## config.mk

```make
export PLATFORM = sky130hd
export DESIGN_NAME = animation_container_to_bmp_stream_unit
export DESIGN_NICKNAME = d
export VERILOG_FILES = /design/src/hw/rtl/acbmp_pkg.sv /design/src/hw/rtl/acbmp_front.sv /design/src/hw/rtl/acbmp_queue.sv /design/src/hw/rtl/acbmp_back.sv /design/src/hw/rtl/animation_container_to_bmp_stream_unit.sv
export SDC_FILE = /design/constraint.sdc
export NUM_CORES = 2
export LEC_CHECK = 0
export BUFFER_PORTS_ARGS = -buffer_cell sky130_fd_sc_hd__buf_2
export CAP_MARGIN = 20
export CORE_ASPECT_RATIO = 0.75
export CORE_MARGIN = 4
export CORE_UTILIZATION = 50
export CTS_CLUSTER_SIZE = 20
export DETAILED_ROUTE_END_ITERATION = 7
export PLACE_DENSITY = 0.71
export SYNTH_ARGS = -nofsm -noshare
export SYNTH_HDL_FRONTEND = slang
export SYNTH_SLANG_ARGS = --single-unit
```

## constraint.sdc

```tcl
create_clock -name clk -period 9.05 [get_ports clk]
set_input_delay 0.905 -clock clk [delete_from_list [all_inputs] [get_ports clk]]
set_output_delay 0.905 -clock clk [all_outputs]
set_load 0.005 [all_outputs]
```

## src/hw/rtl/acbmp_pkg.sv

```systemverilog
// Package for the container-to-BMP pixel stream block.
// Holds payload structs, parse phases, error codes and front/back job type.
package acbmp_pkg;

  typedef struct packed {
    logic [7:0] in_byte;
    logic       end_of_file;
  } in_item_t;

  typedef struct packed {
    logic [7:0]  out_byte;
    logic        out_last;
    logic [2:0]  error_code;
    logic [15:0] image_width;
    logic [15:0] image_height;
  } out_item_t;

  localparam logic [2:0] ERR_NONE      = 3'd0;
  localparam logic [2:0] ERR_BAD_TYPE  = 3'd1;
  localparam logic [2:0] ERR_TRUNCATED = 3'd2;
  localparam logic [2:0] ERR_ZERO_SIZE = 3'd3;
  localparam logic [2:0] ERR_TOO_LARGE = 3'd4;
  localparam logic [2:0] ERR_SHORT_HDR = 3'd5;

  localparam logic [1:0] CFG_MAX_WIDTH  = 2'd0;
  localparam logic [1:0] CFG_MAX_HEIGHT = 2'd1;
  localparam logic [1:0] CFG_MAX_PIXELS = 2'd2;

  localparam logic [31:0] MAX_PIXELS_RST = 32'd1431655746;
  localparam logic [63:0] WIDTH_LIMIT    = 64'd2147483647;
  localparam logic [63:0] HEIGHT_LIMIT   = 64'd715827881;
  localparam logic [63:0] HDR_FIXED_LEN  = 64'd36;
  localparam logic [63:0] PRE_SKIP_LEN   = 64'd12;

  localparam logic [7:0] BLK_HEADER  = 8'd1;
  localparam logic [7:0] BLK_CREDITS = 8'd2;
  localparam logic [7:0] BLK_CIFF    = 8'd3;

  typedef enum logic [12:0] {
    PH_TYPE     = 13'b0000000000001,
    PH_BLK_LEN  = 13'b0000000000010,
    PH_BLK_SKIP = 13'b0000000000100,
    PH_CIFF_LEN = 13'b0000000001000,
    PH_PRE_SKIP = 13'b0000000010000,
    PH_HSIZE    = 13'b0000000100000,
    PH_CSIZE    = 13'b0000001000000,
    PH_WIDTH    = 13'b0000010000000,
    PH_HEIGHT   = 13'b0000100000000,
    PH_CAPTION  = 13'b0001000000000,
    PH_CHECK    = 13'b0010000000000,
    PH_PIXELS   = 13'b0100000000000,
    PH_STOP     = 13'b1000000000000
  } phase_t;

  // One job from front to back: a pixel triple with optional padding, or an error.
  typedef struct packed {
    logic        is_err;
    logic [2:0]  err;
    logic [7:0]  b0;
    logic [7:0]  b1;
    logic [7:0]  b2;
    logic [1:0]  pad;
    logic        last;
    logic [15:0] width;
    logic [15:0] height;
  } job_t;

endpackage

```

## src/hw/rtl/acbmp_front.sv

```systemverilog
// Front end: parses the container byte stream and issues pixel or error jobs.
// Uses acbmp_pkg. The dimension check runs in its own phase (product registered).
module acbmp_front #(
  parameter int DIM_BITS = 16
) (
  input  logic                clk,
  input  logic                rst_n,
  input  logic                in_valid,
  output logic                in_stall,
  input  acbmp_pkg::in_item_t in_data,
  input  logic [15:0]         wid_cap,
  input  logic [15:0]         hgt_cap,
  input  logic [31:0]         max_pixels,
  output logic                job_valid,
  input  logic                job_full,
  output acbmp_pkg::job_t     job
);

  localparam logic [63:0] DIM_MASK = (64'd1 << DIM_BITS) - 64'd1;

  acbmp_pkg::phase_t phase_r, phase_nxt;
  logic [2:0]  idx_r, idx_nxt;
  logic [63:0] acc_r, acc_nxt;
  logic [63:0] skip_r, skip_nxt;
  logic [63:0] hlen_r, hlen_nxt;
  logic [DIM_BITS-1:0] wid_r, wid_nxt, hgt_r, hgt_nxt;
  logic wov_r, wov_nxt, hov_r, hov_nxt;
  logic [DIM_BITS-1:0] col_r, col_nxt, row_r, row_nxt;
  logic [7:0]  c0_r, c0_nxt, c1_r, c1_nxt;
  logic [1:0]  ci_r, ci_nxt;
  logic        eof_r, eof_nxt;
  logic        chk_go_r, chk_go_nxt;
  logic [2*DIM_BITS-1:0] prod_r;

  logic [63:0] word;
  logic        acc_done, take, emit;
  logic [2:0]  err;
  logic [2:0]  chk_err;
  logic [DIM_BITS-1:0] col_inc, row_inc;
  logic [63:0] wid64, hgt64;

  assign word     = acc_r | ({56'd0, in_data.in_byte} << {idx_r, 3'b000});
  assign acc_done = (idx_r == 3'd7);
  assign wid64    = 64'(wid_r);
  assign hgt64    = 64'(hgt_r);
  assign col_inc  = col_r + 1'b1;
  assign row_inc  = row_r + 1'b1;
  // Go flag registers the check phase; the product is valid once it is set
  assign chk_go_nxt = (phase_r == acbmp_pkg::PH_CHECK);

  always_comb begin
    chk_err = acbmp_pkg::ERR_NONE;
    if ((wid_r == '0 && !wov_r) || (hgt_r == '0 && !hov_r)) begin
      chk_err = acbmp_pkg::ERR_ZERO_SIZE;
    end else if (wov_r || hov_r || wid64 > acbmp_pkg::WIDTH_LIMIT ||
                 hgt64 > acbmp_pkg::HEIGHT_LIMIT || wid64 > 64'(wid_cap) ||
                 hgt64 > 64'(hgt_cap) || 64'(prod_r) > 64'(max_pixels)) begin
      chk_err = acbmp_pkg::ERR_TOO_LARGE;
    end
  end

  // Check phase takes no input; pixel phase stalls on a full queue; stop phase swallows everything.
  assign in_stall = (phase_r == acbmp_pkg::PH_CHECK) ||
                    (phase_r == acbmp_pkg::PH_PIXELS && job_full);
  assign take     = in_valid && !in_stall;

  always_comb begin
    phase_nxt = phase_r; idx_nxt = idx_r; acc_nxt = acc_r; skip_nxt = skip_r;
    hlen_nxt = hlen_r; wid_nxt = wid_r; hgt_nxt = hgt_r; wov_nxt = wov_r;
    hov_nxt = hov_r; col_nxt = col_r; row_nxt = row_r; c0_nxt = c0_r;
    c1_nxt = c1_r; ci_nxt = ci_r; eof_nxt = eof_r;
    err = acbmp_pkg::ERR_NONE; emit = 1'b0;
    job = '0;
    if (phase_r == acbmp_pkg::PH_CHECK) begin
      // Hold the first check cycle while the product settles
      if (chk_go_r) begin
        if (chk_err != acbmp_pkg::ERR_NONE) begin
          err = chk_err;
        end else if (eof_r) begin
          err = acbmp_pkg::ERR_TRUNCATED;
        end else begin
          col_nxt = '0; row_nxt = '0; ci_nxt = 2'd0;
          phase_nxt = acbmp_pkg::PH_PIXELS;
        end
        if (err != acbmp_pkg::ERR_NONE) begin
          phase_nxt = acbmp_pkg::PH_STOP;
          emit = 1'b1;
        end
      end
    end else if (take && phase_r != acbmp_pkg::PH_STOP) begin
      if (phase_r == acbmp_pkg::PH_BLK_LEN || phase_r == acbmp_pkg::PH_CIFF_LEN ||
          phase_r == acbmp_pkg::PH_HSIZE || phase_r == acbmp_pkg::PH_CSIZE ||
          phase_r == acbmp_pkg::PH_WIDTH || phase_r == acbmp_pkg::PH_HEIGHT) begin
        acc_nxt = acc_done ? 64'd0 : word;
        idx_nxt = idx_r + 3'd1;
      end
      case (phase_r)
        acbmp_pkg::PH_TYPE: begin
          idx_nxt = 3'd0; acc_nxt = 64'd0;
          if (in_data.in_byte == acbmp_pkg::BLK_CIFF) begin
            phase_nxt = acbmp_pkg::PH_CIFF_LEN;
          end else if (in_data.in_byte == acbmp_pkg::BLK_HEADER ||
                       in_data.in_byte == acbmp_pkg::BLK_CREDITS) begin
            phase_nxt = acbmp_pkg::PH_BLK_LEN;
          end else begin
            err = acbmp_pkg::ERR_BAD_TYPE;
          end
        end
        acbmp_pkg::PH_BLK_LEN: if (acc_done) begin
          skip_nxt  = word;
          phase_nxt = (word != 64'd0) ? acbmp_pkg::PH_BLK_SKIP : acbmp_pkg::PH_TYPE;
        end
        acbmp_pkg::PH_BLK_SKIP: begin
          skip_nxt = skip_r - 64'd1;
          if (skip_r == 64'd1) phase_nxt = acbmp_pkg::PH_TYPE;
        end
        acbmp_pkg::PH_CIFF_LEN: if (acc_done) begin
          skip_nxt  = acbmp_pkg::PRE_SKIP_LEN;
          phase_nxt = acbmp_pkg::PH_PRE_SKIP;
        end
        acbmp_pkg::PH_PRE_SKIP: begin
          skip_nxt = skip_r - 64'd1;
          if (skip_r == 64'd1) phase_nxt = acbmp_pkg::PH_HSIZE;
        end
        acbmp_pkg::PH_HSIZE: if (acc_done) begin
          hlen_nxt = word; phase_nxt = acbmp_pkg::PH_CSIZE;
        end
        acbmp_pkg::PH_CSIZE: if (acc_done) phase_nxt = acbmp_pkg::PH_WIDTH;
        acbmp_pkg::PH_WIDTH: if (acc_done) begin
          wid_nxt = word[DIM_BITS-1:0]; wov_nxt = word > DIM_MASK;
          phase_nxt = acbmp_pkg::PH_HEIGHT;
        end
        acbmp_pkg::PH_HEIGHT: if (acc_done) begin
          hgt_nxt = word[DIM_BITS-1:0]; hov_nxt = word > DIM_MASK;
          if (hlen_r < acbmp_pkg::HDR_FIXED_LEN) begin
            err = acbmp_pkg::ERR_SHORT_HDR;
          end else begin
            skip_nxt = hlen_r - acbmp_pkg::HDR_FIXED_LEN;
            phase_nxt = (hlen_r == acbmp_pkg::HDR_FIXED_LEN) ? acbmp_pkg::PH_CHECK
                                                            : acbmp_pkg::PH_CAPTION;
          end
        end
        acbmp_pkg::PH_CAPTION: begin
          skip_nxt = skip_r - 64'd1;
          if (skip_r == 64'd1) phase_nxt = acbmp_pkg::PH_CHECK;
        end
        acbmp_pkg::PH_PIXELS: begin
          if (ci_r == 2'd0) begin
            c0_nxt = in_data.in_byte; ci_nxt = 2'd1;
          end else if (ci_r == 2'd1) begin
            c1_nxt = in_data.in_byte; ci_nxt = 2'd2;
          end else begin
            ci_nxt = 2'd0; emit = 1'b1;
            job.b0 = in_data.in_byte; job.b1 = c1_r; job.b2 = c0_r;
            col_nxt = col_inc;
            if (col_inc == wid_r) begin
              col_nxt = '0; row_nxt = row_inc;
              job.pad = 2'(3'd4 - 3'(({1'b0, wid_r[1:0]} + {wid_r[1:0], 1'b0}) & 3'd3));
              if (row_inc == hgt_r) begin
                job.last = 1'b1; phase_nxt = acbmp_pkg::PH_STOP;
              end
            end
          end
        end
        default: ;
      endcase
      if (phase_nxt == acbmp_pkg::PH_CHECK) begin
        eof_nxt = in_data.end_of_file;
      end else if (err == acbmp_pkg::ERR_NONE && in_data.end_of_file && !job.last) begin
        err = acbmp_pkg::ERR_TRUNCATED;
      end
      if (err != acbmp_pkg::ERR_NONE) begin
        phase_nxt = acbmp_pkg::PH_STOP;
        emit = 1'b1;
      end
    end
    if (err != acbmp_pkg::ERR_NONE) begin
      job = '0; job.is_err = 1'b1; job.err = err; job.last = 1'b1;
    end
    job.width  = 16'(wid_nxt);
    job.height = 16'(hgt_nxt);
  end

  assign job_valid = emit;

  always_ff @(posedge clk) begin
    prod_r <= wid_r * hgt_r;
    if (!rst_n) begin
      phase_r <= acbmp_pkg::PH_TYPE; idx_r <= '0; acc_r <= '0; skip_r <= '0;
      hlen_r <= '0; wid_r <= '0; hgt_r <= '0; wov_r <= 1'b0; hov_r <= 1'b0;
      col_r <= '0; row_r <= '0; c0_r <= '0; c1_r <= '0; ci_r <= '0; eof_r <= 1'b0;
      chk_go_r <= 1'b0;
    end else begin
      phase_r <= phase_nxt; idx_r <= idx_nxt; acc_r <= acc_nxt; skip_r <= skip_nxt;
      hlen_r <= hlen_nxt; wid_r <= wid_nxt; hgt_r <= hgt_nxt; wov_r <= wov_nxt;
      hov_r <= hov_nxt; col_r <= col_nxt; row_r <= row_nxt; c0_r <= c0_nxt;
      c1_r <= c1_nxt; ci_r <= ci_nxt; eof_r <= eof_nxt;
      chk_go_r <= chk_go_nxt;
    end
  end

endmodule

```

## src/hw/rtl/acbmp_queue.sv

```systemverilog
// Short job queue between parser and byte emitter.
// Uses acbmp_pkg::job_t. Full leaves one spare slot so a job never drops.
module acbmp_queue #(
  parameter int DEPTH_LOG2 = 2
) (
  input  logic            clk,
  input  logic            rst_n,
  input  logic            wr_en,
  input  acbmp_pkg::job_t wr_job,
  output logic            full,
  input  logic            rd_en,
  output logic            rd_valid,
  output acbmp_pkg::job_t rd_job
);

  localparam int DEPTH = 1 << DEPTH_LOG2;

  acbmp_pkg::job_t mem_r [DEPTH];
  logic [DEPTH_LOG2-1:0] wp_r, rp_r;
  logic [DEPTH_LOG2:0]   cnt_r;

  assign full     = (cnt_r >= (DEPTH_LOG2+1)'(DEPTH - 1));
  assign rd_valid = (cnt_r != '0);
  assign rd_job   = mem_r[rp_r];

  always_ff @(posedge clk) begin
    if (wr_en) mem_r[wp_r] <= wr_job;
    if (!rst_n) begin
      wp_r <= '0; rp_r <= '0; cnt_r <= '0;
    end else begin
      if (wr_en) wp_r <= wp_r + 1'b1;
      if (rd_en) rp_r <= rp_r + 1'b1;
      cnt_r <= cnt_r + (DEPTH_LOG2+1)'(wr_en) - (DEPTH_LOG2+1)'(rd_en);
    end
  end

endmodule

```

## src/hw/rtl/acbmp_back.sv

```systemverilog
// Back end: expands each job into BMP bytes on the output channel.
// Uses acbmp_pkg. Output is a register stage driven by a byte counter.
module acbmp_back (
  input  logic                 clk,
  input  logic                 rst_n,
  input  logic                 job_valid,
  input  acbmp_pkg::job_t      job,
  output logic                 job_pop,
  output logic                 out_valid,
  input  logic                 out_stall,
  output acbmp_pkg::out_item_t out_data
);

  logic [2:0] pos_r, pos_nxt;
  logic       vld_r;
  acbmp_pkg::out_item_t dat_r, cur;
  logic [2:0] n_bytes;
  logic       load;

  assign n_bytes = job.is_err ? 3'd1 : 3'd3 + {1'b0, job.pad};

  always_comb begin
    cur.image_width  = job.width;
    cur.image_height = job.height;
    cur.error_code   = job.err;
    cur.out_last     = job.last && (pos_r == n_bytes - 3'd1);
    case (pos_r)
      3'd0:    cur.out_byte = job.is_err ? 8'd0 : job.b0;
      3'd1:    cur.out_byte = job.b1;
      3'd2:    cur.out_byte = job.b2;
      default: cur.out_byte = 8'd0;
    endcase
  end

  // Advance when the output register is empty or being drained.
  assign load    = job_valid && (!vld_r || !out_stall);
  assign job_pop = load && (pos_r == n_bytes - 3'd1);
  assign pos_nxt = job_pop ? 3'd0 : (load ? pos_r + 3'd1 : pos_r);

  always_ff @(posedge clk) begin
    if (load) dat_r <= cur;
    if (!rst_n) begin
      vld_r <= 1'b0; pos_r <= '0;
    end else begin
      pos_r <= pos_nxt;
      if (load) vld_r <= 1'b1;
      else if (!out_stall) vld_r <= 1'b0;
    end
  end

  assign out_valid = vld_r;
  assign out_data  = dat_r;

endmodule

```

## src/hw/rtl/animation_container_to_bmp_stream_unit.sv

```systemverilog
// Container-to-BMP pixel stream: parser front end, job queue, byte emitter.
// Throughput: one input byte per cycle, except while the dimension check after the
// header or a full queue stalls it; each third pixel byte yields 3-6 output bytes
// at one per cycle while out_stall is low, so the emitter sets the pixel-phase rate.
// A releasing input byte goes as a job into the queue, then the output register. Reset
// (rst_n, synchronous) returns the parser to the block-type phase, empties the queue.
module animation_container_to_bmp_stream_unit #(
  parameter int DIM_BITS = 16
) (
  input  logic                 clk,
  input  logic                 rst_n,
  input  logic                 in_valid,
  output logic                 in_stall,
  input  acbmp_pkg::in_item_t  in_data,
  output logic                 out_valid,
  input  logic                 out_stall,
  output acbmp_pkg::out_item_t out_data,
  input  logic                 cfg_we,
  input  logic [1:0]           cfg_index,
  input  logic [31:0]          cfg_data
);

  logic [15:0] wid_cap_r, hgt_cap_r;
  logic [31:0] max_pixels_r;
  logic job_wr, q_full, q_valid, q_pop;
  acbmp_pkg::job_t job_in, job_out;

  always_ff @(posedge clk) begin
    if (!rst_n) begin
      wid_cap_r    <= 16'hFFFF;
      hgt_cap_r    <= 16'hFFFF;
      max_pixels_r <= acbmp_pkg::MAX_PIXELS_RST;
    end else if (cfg_we) begin
      case (cfg_index)
        acbmp_pkg::CFG_MAX_WIDTH:  wid_cap_r    <= cfg_data[15:0];
        acbmp_pkg::CFG_MAX_HEIGHT: hgt_cap_r    <= cfg_data[15:0];
        acbmp_pkg::CFG_MAX_PIXELS: max_pixels_r <= cfg_data;
        default: ;
      endcase
    end
  end

  acbmp_front #(.DIM_BITS(DIM_BITS)) u_front (
    .clk, .rst_n, .in_valid, .in_stall, .in_data,
    .wid_cap(wid_cap_r), .hgt_cap(hgt_cap_r), .max_pixels(max_pixels_r),
    .job_valid(job_wr), .job_full(q_full), .job(job_in)
  );

  acbmp_queue #(.DEPTH_LOG2(2)) u_queue (
    .clk, .rst_n, .wr_en(job_wr), .wr_job(job_in), .full(q_full),
    .rd_en(q_pop), .rd_valid(q_valid), .rd_job(job_out)
  );

  acbmp_back u_back (
    .clk, .rst_n, .job_valid(q_valid), .job(job_out), .job_pop(q_pop),
    .out_valid, .out_stall, .out_data
  );

`ifndef SYNTH
  a_err_last: assert property (@(posedge clk) disable iff (!rst_n)
    out_valid && out_data.error_code != acbmp_pkg::ERR_NONE |-> out_data.out_last)
    else $error("error result without last");
  a_err_zero: assert property (@(posedge clk) disable iff (!rst_n)
    out_valid && out_data.error_code != acbmp_pkg::ERR_NONE |-> out_data.out_byte == 8'd0)
    else $error("error result with data byte");
  a_no_overflow: assert property (@(posedge clk) disable iff (!rst_n)
    q_full |-> !job_wr)
    else $error("queue overflow");
  a_out_hold: assert property (@(posedge clk) disable iff (!rst_n)
    out_valid && out_stall |=> out_valid && $stable(out_data))
    else $error("stalled output changed");
`endif

endmodule

```

==> results_dict.tcl <==
set metrics [dict create \
    status "finished, final reports clean" \
    ctsResizeCount 0 \
    firstDrtPassIters 8 \
    drt-vias-per-instance 6.08 \
    max_freq_mhz 135 \
    start_util 0.504 \
    finClkSkew_ns 0.0508 \
    postCtsHoldBufs 0 \
    postLayoutSetupSlackWorst_ns 1.65 \
    critPathMaxFanout 20 \
    post-cts-setup-buffers 0 \
    critPathCaptureType "flop" \
    antenna_found_initial 3 \
    synth_cells 4299 \
    setup_violations 0 \
    worstSkewPairLatency_ns 0.66 \
    io_pins 94 \
    yosysUniqueCellTypes 95 \
    cts_made_buffers 71 \
    hpwl_um 81400 \
    finalCriticalPeriod_ns 7.40 \
    hold_viol_final 0 \
    synth_top_area_share 0.215 \
    cts_tree "done" \
    cp-start-kind "flop" \
    async_flop_share 0 \
    synth_top_flop_cell "dfxtp_1" \
    r2r_start "u_front.wid_r[6]" \
    area.growth.synth_to_final_pct 9.51 \
    required_ns 9.59 \
    num_rows 91 \
    drt-total-wl_um 117000 \
    critPathKind "flop to flop" \
    crit_chain "nand2_1, fa_1, inv_1, fa_1, fa_1, fa_1, inv_1, fa_1, inv_1, fa_1, ha_1, and4_1, o21ai_0, o211ai_1, a31oi_1, o21ai_0, a2111oi_0, nor3_1, or3_1, a21oi_1, xnor2_1" \
    pre_cts_slack_ns 1.78 \
    htree_num_levels 3 \
    layout.nets 4690 \
    vias 33000 \
    syn_area_per_cell_sq_um 9.62 \
    leakagePower_nw 18.5 \
    p_total_w 0.00757 \
    ant_nets 0 \
    min_from "max_pixels_r[9]" \
    startpoint "u_front.wid_r[6]" \
    die_area_sq_um 87400 \
    crit_top_cell "fa_1" \
    clk_path_buf_depth 3 \
    slew_headroom 0.195 \
    min-delay-path-class "flop to flop" \
    final.setup.tns_ns 0 \
    io_buffers 93 \
    coreArea_sq_um 82100 \
    gp_congestion 0.983 \
    synth.area.top_cells "edfxtp_1, dfxtp_1, fa_1" \
    ys_warn_count 0 \
    clk_pin_slew_ns 0.06 \
    worst_pin_slew_ns 1.20 \
    cp_slowest_cell "dfxtp_1" \
    wl_per_cell_um 21.5 \
    ys_seq_area_frac 0.410 \
    syn_nets 4732 \
    layout-drive-gt1-share 0.0943 \
    grt_usage 0.263 \
    ys_ff_latch 699 \
    timing.final.crit_share 0.818 \
    critPathMaxStageDelay_ns 0.88 \
    drt_iter0_drc 4288 \
    syn_area_sq_um 41400 \
    yosys.area.top_type "edfxtp_1" \
    die_x_um 340 \
    grt_max_degree 155 \
    critPathArrivalTime_ns 7.94 \
    clock-sinks 699 \
    vdd_drop_max_v 0.000164 \
    fin_cells 5433 \
    dp.cells 5297 \
    grt_pass1_vias 30800 \
    die_h_um 257 \
    whs_ns 0.455 \
    maxCapViolations 0 \
    grt_first_pass_wirelength_um 182000 \
    drc_errors 0 \
    grt_overflow 0 \
    clockRootBuffer "clkbuf_16" \
    rsz0062_at_grt "no" \
    slew_viol_final 0 \
    power_density_nw_per_um2 167 \
    synth_enable_flop_cells 296 \
]
layout by cell type, fill, tap and decap left out, types with 58 or more instances in the layout:
| cell type | n |
|---|---|
| a211oi_1 | 80 |
| a21oi_1 | 272 |
| and2_1 | 152 |
| buf_2 | 93 |
| buf_4 | 74 |
| clkbuf_16 | 72 |
| dfxtp_1 | 400 |
| edfxtp_1 | 296 |
| fa_1 | 195 |
| ha_1 | 190 |
| inv_1 | 328 |
| mux4_2 | 63 |
| nand2_1 | 426 |
| nand3_1 | 61 |
| nand4_1 | 58 |
| nor2_1 | 359 |
| nor3_1 | 131 |
| nor4_1 | 58 |
| o211ai_1 | 75 |
| o21ai_0 | 123 |
| o21ai_1 | 88 |
| xnor2_1 | 93 |
| xor2_1 | 60 |
path summary, 6_finish.rpt:
path,cells past startpoint,slack (ns),endpoint
min,2,0.46,max_pixels_r[9]
max reg2reg,21,1.65,u_front.prod_r[31]
max,21,1.65,u_front.prod_r[31]
min reg2reg,2,0.46,max_pixels_r[9]
cell usage after synthesis, drive strengths merged, types with 16 or more instances:
cell and count:
nor2 362, a22oi 28, buf 49, edfxtp 296, fa 195, xnor2 93, nor4 66, a21oi 273
and2 159, and3 20, nor3 132, or3 33, clkbuf 236, inv 330, nand4 58, nor2b 30
ha 190, nand2b 16, o22ai 24, nand3 62, nand2 427, a21o 22, xor2 60, mux2i 22
or4 31, dfxtp 403, a211oi 81, mux4 63, o211ai 75, a31oi 42, o21a 17, o21ai 214
sequential cells by signal (all words and copies together), names as in the netlist, 13 cells and up, named ones only:
signal           flops
u_queue.mem_r      252
u_front.hgt_r       16
u_front.row_r       16
u_front.acc_r       64
max_pixels_r        32
u_front.hlen_r      64
u_front.wid_r       16
u_front.prod_r      32
u_front.col_r       16
u_back.out_data     44
hgt_cap_r           16
u_front.skip_r      64
u_front.phase_r     13
wid_cap_r           16
stage by stage:
stage / util / area [sq um]
final: 0.552 / 45300
after global routing: 0.552 / 45300
after CTS: 0.551 / 45300
after detailed placement: 0.521 / 42800
after global placement: 0.521 / 42800
after floorplan: - / 41400
per-layer routing:
layer	GRT usage	vias to the layer above	wire, um
li1	-	15100	-
met5	0	-	13
met1	0.409	16000	52400
met4	0.0757	2	3370
met2	0.359	1744	47100
met3	0.0648	235	13700
worst max-delay path, delay by kind of cell (launching register included):
kind	cells	cell delay (ns)
compound gates	6	1.72
xor+xnor	1	0.13
fa+ha+maj	7	3.44
buf+inv	3	0.17
flops	1	0.88
simple gates	4	0.90
layout make-up:
type                       instances  area [sq um]
antenna                            3          7.51
fill                            7090         36800
clock inverter                    39           483
sequential                       699         17000
clock buffer                      91          1970
multi-input combinational       2984         22100
tap                             1116          1400
timing repair buffer             170          1080
inverter                         331          1250
logic make-up after synthesis:
family	synth area share
xor+xnor	0.0329
flops	0.410
mux	0.0396
simple gates	0.174
buf+inv	0.0564
compound gates	0.136
fa+ha+maj	0.152
where the power goes:
group | internal (W) | switching, W
sequential | 0.00352 | 0.0000806
clock | 0.00177 | 0.00132
combinational | 0.000317 | 0.000557
total | 0.00560 | 0.00196
(Power assumes the default switching activity.)
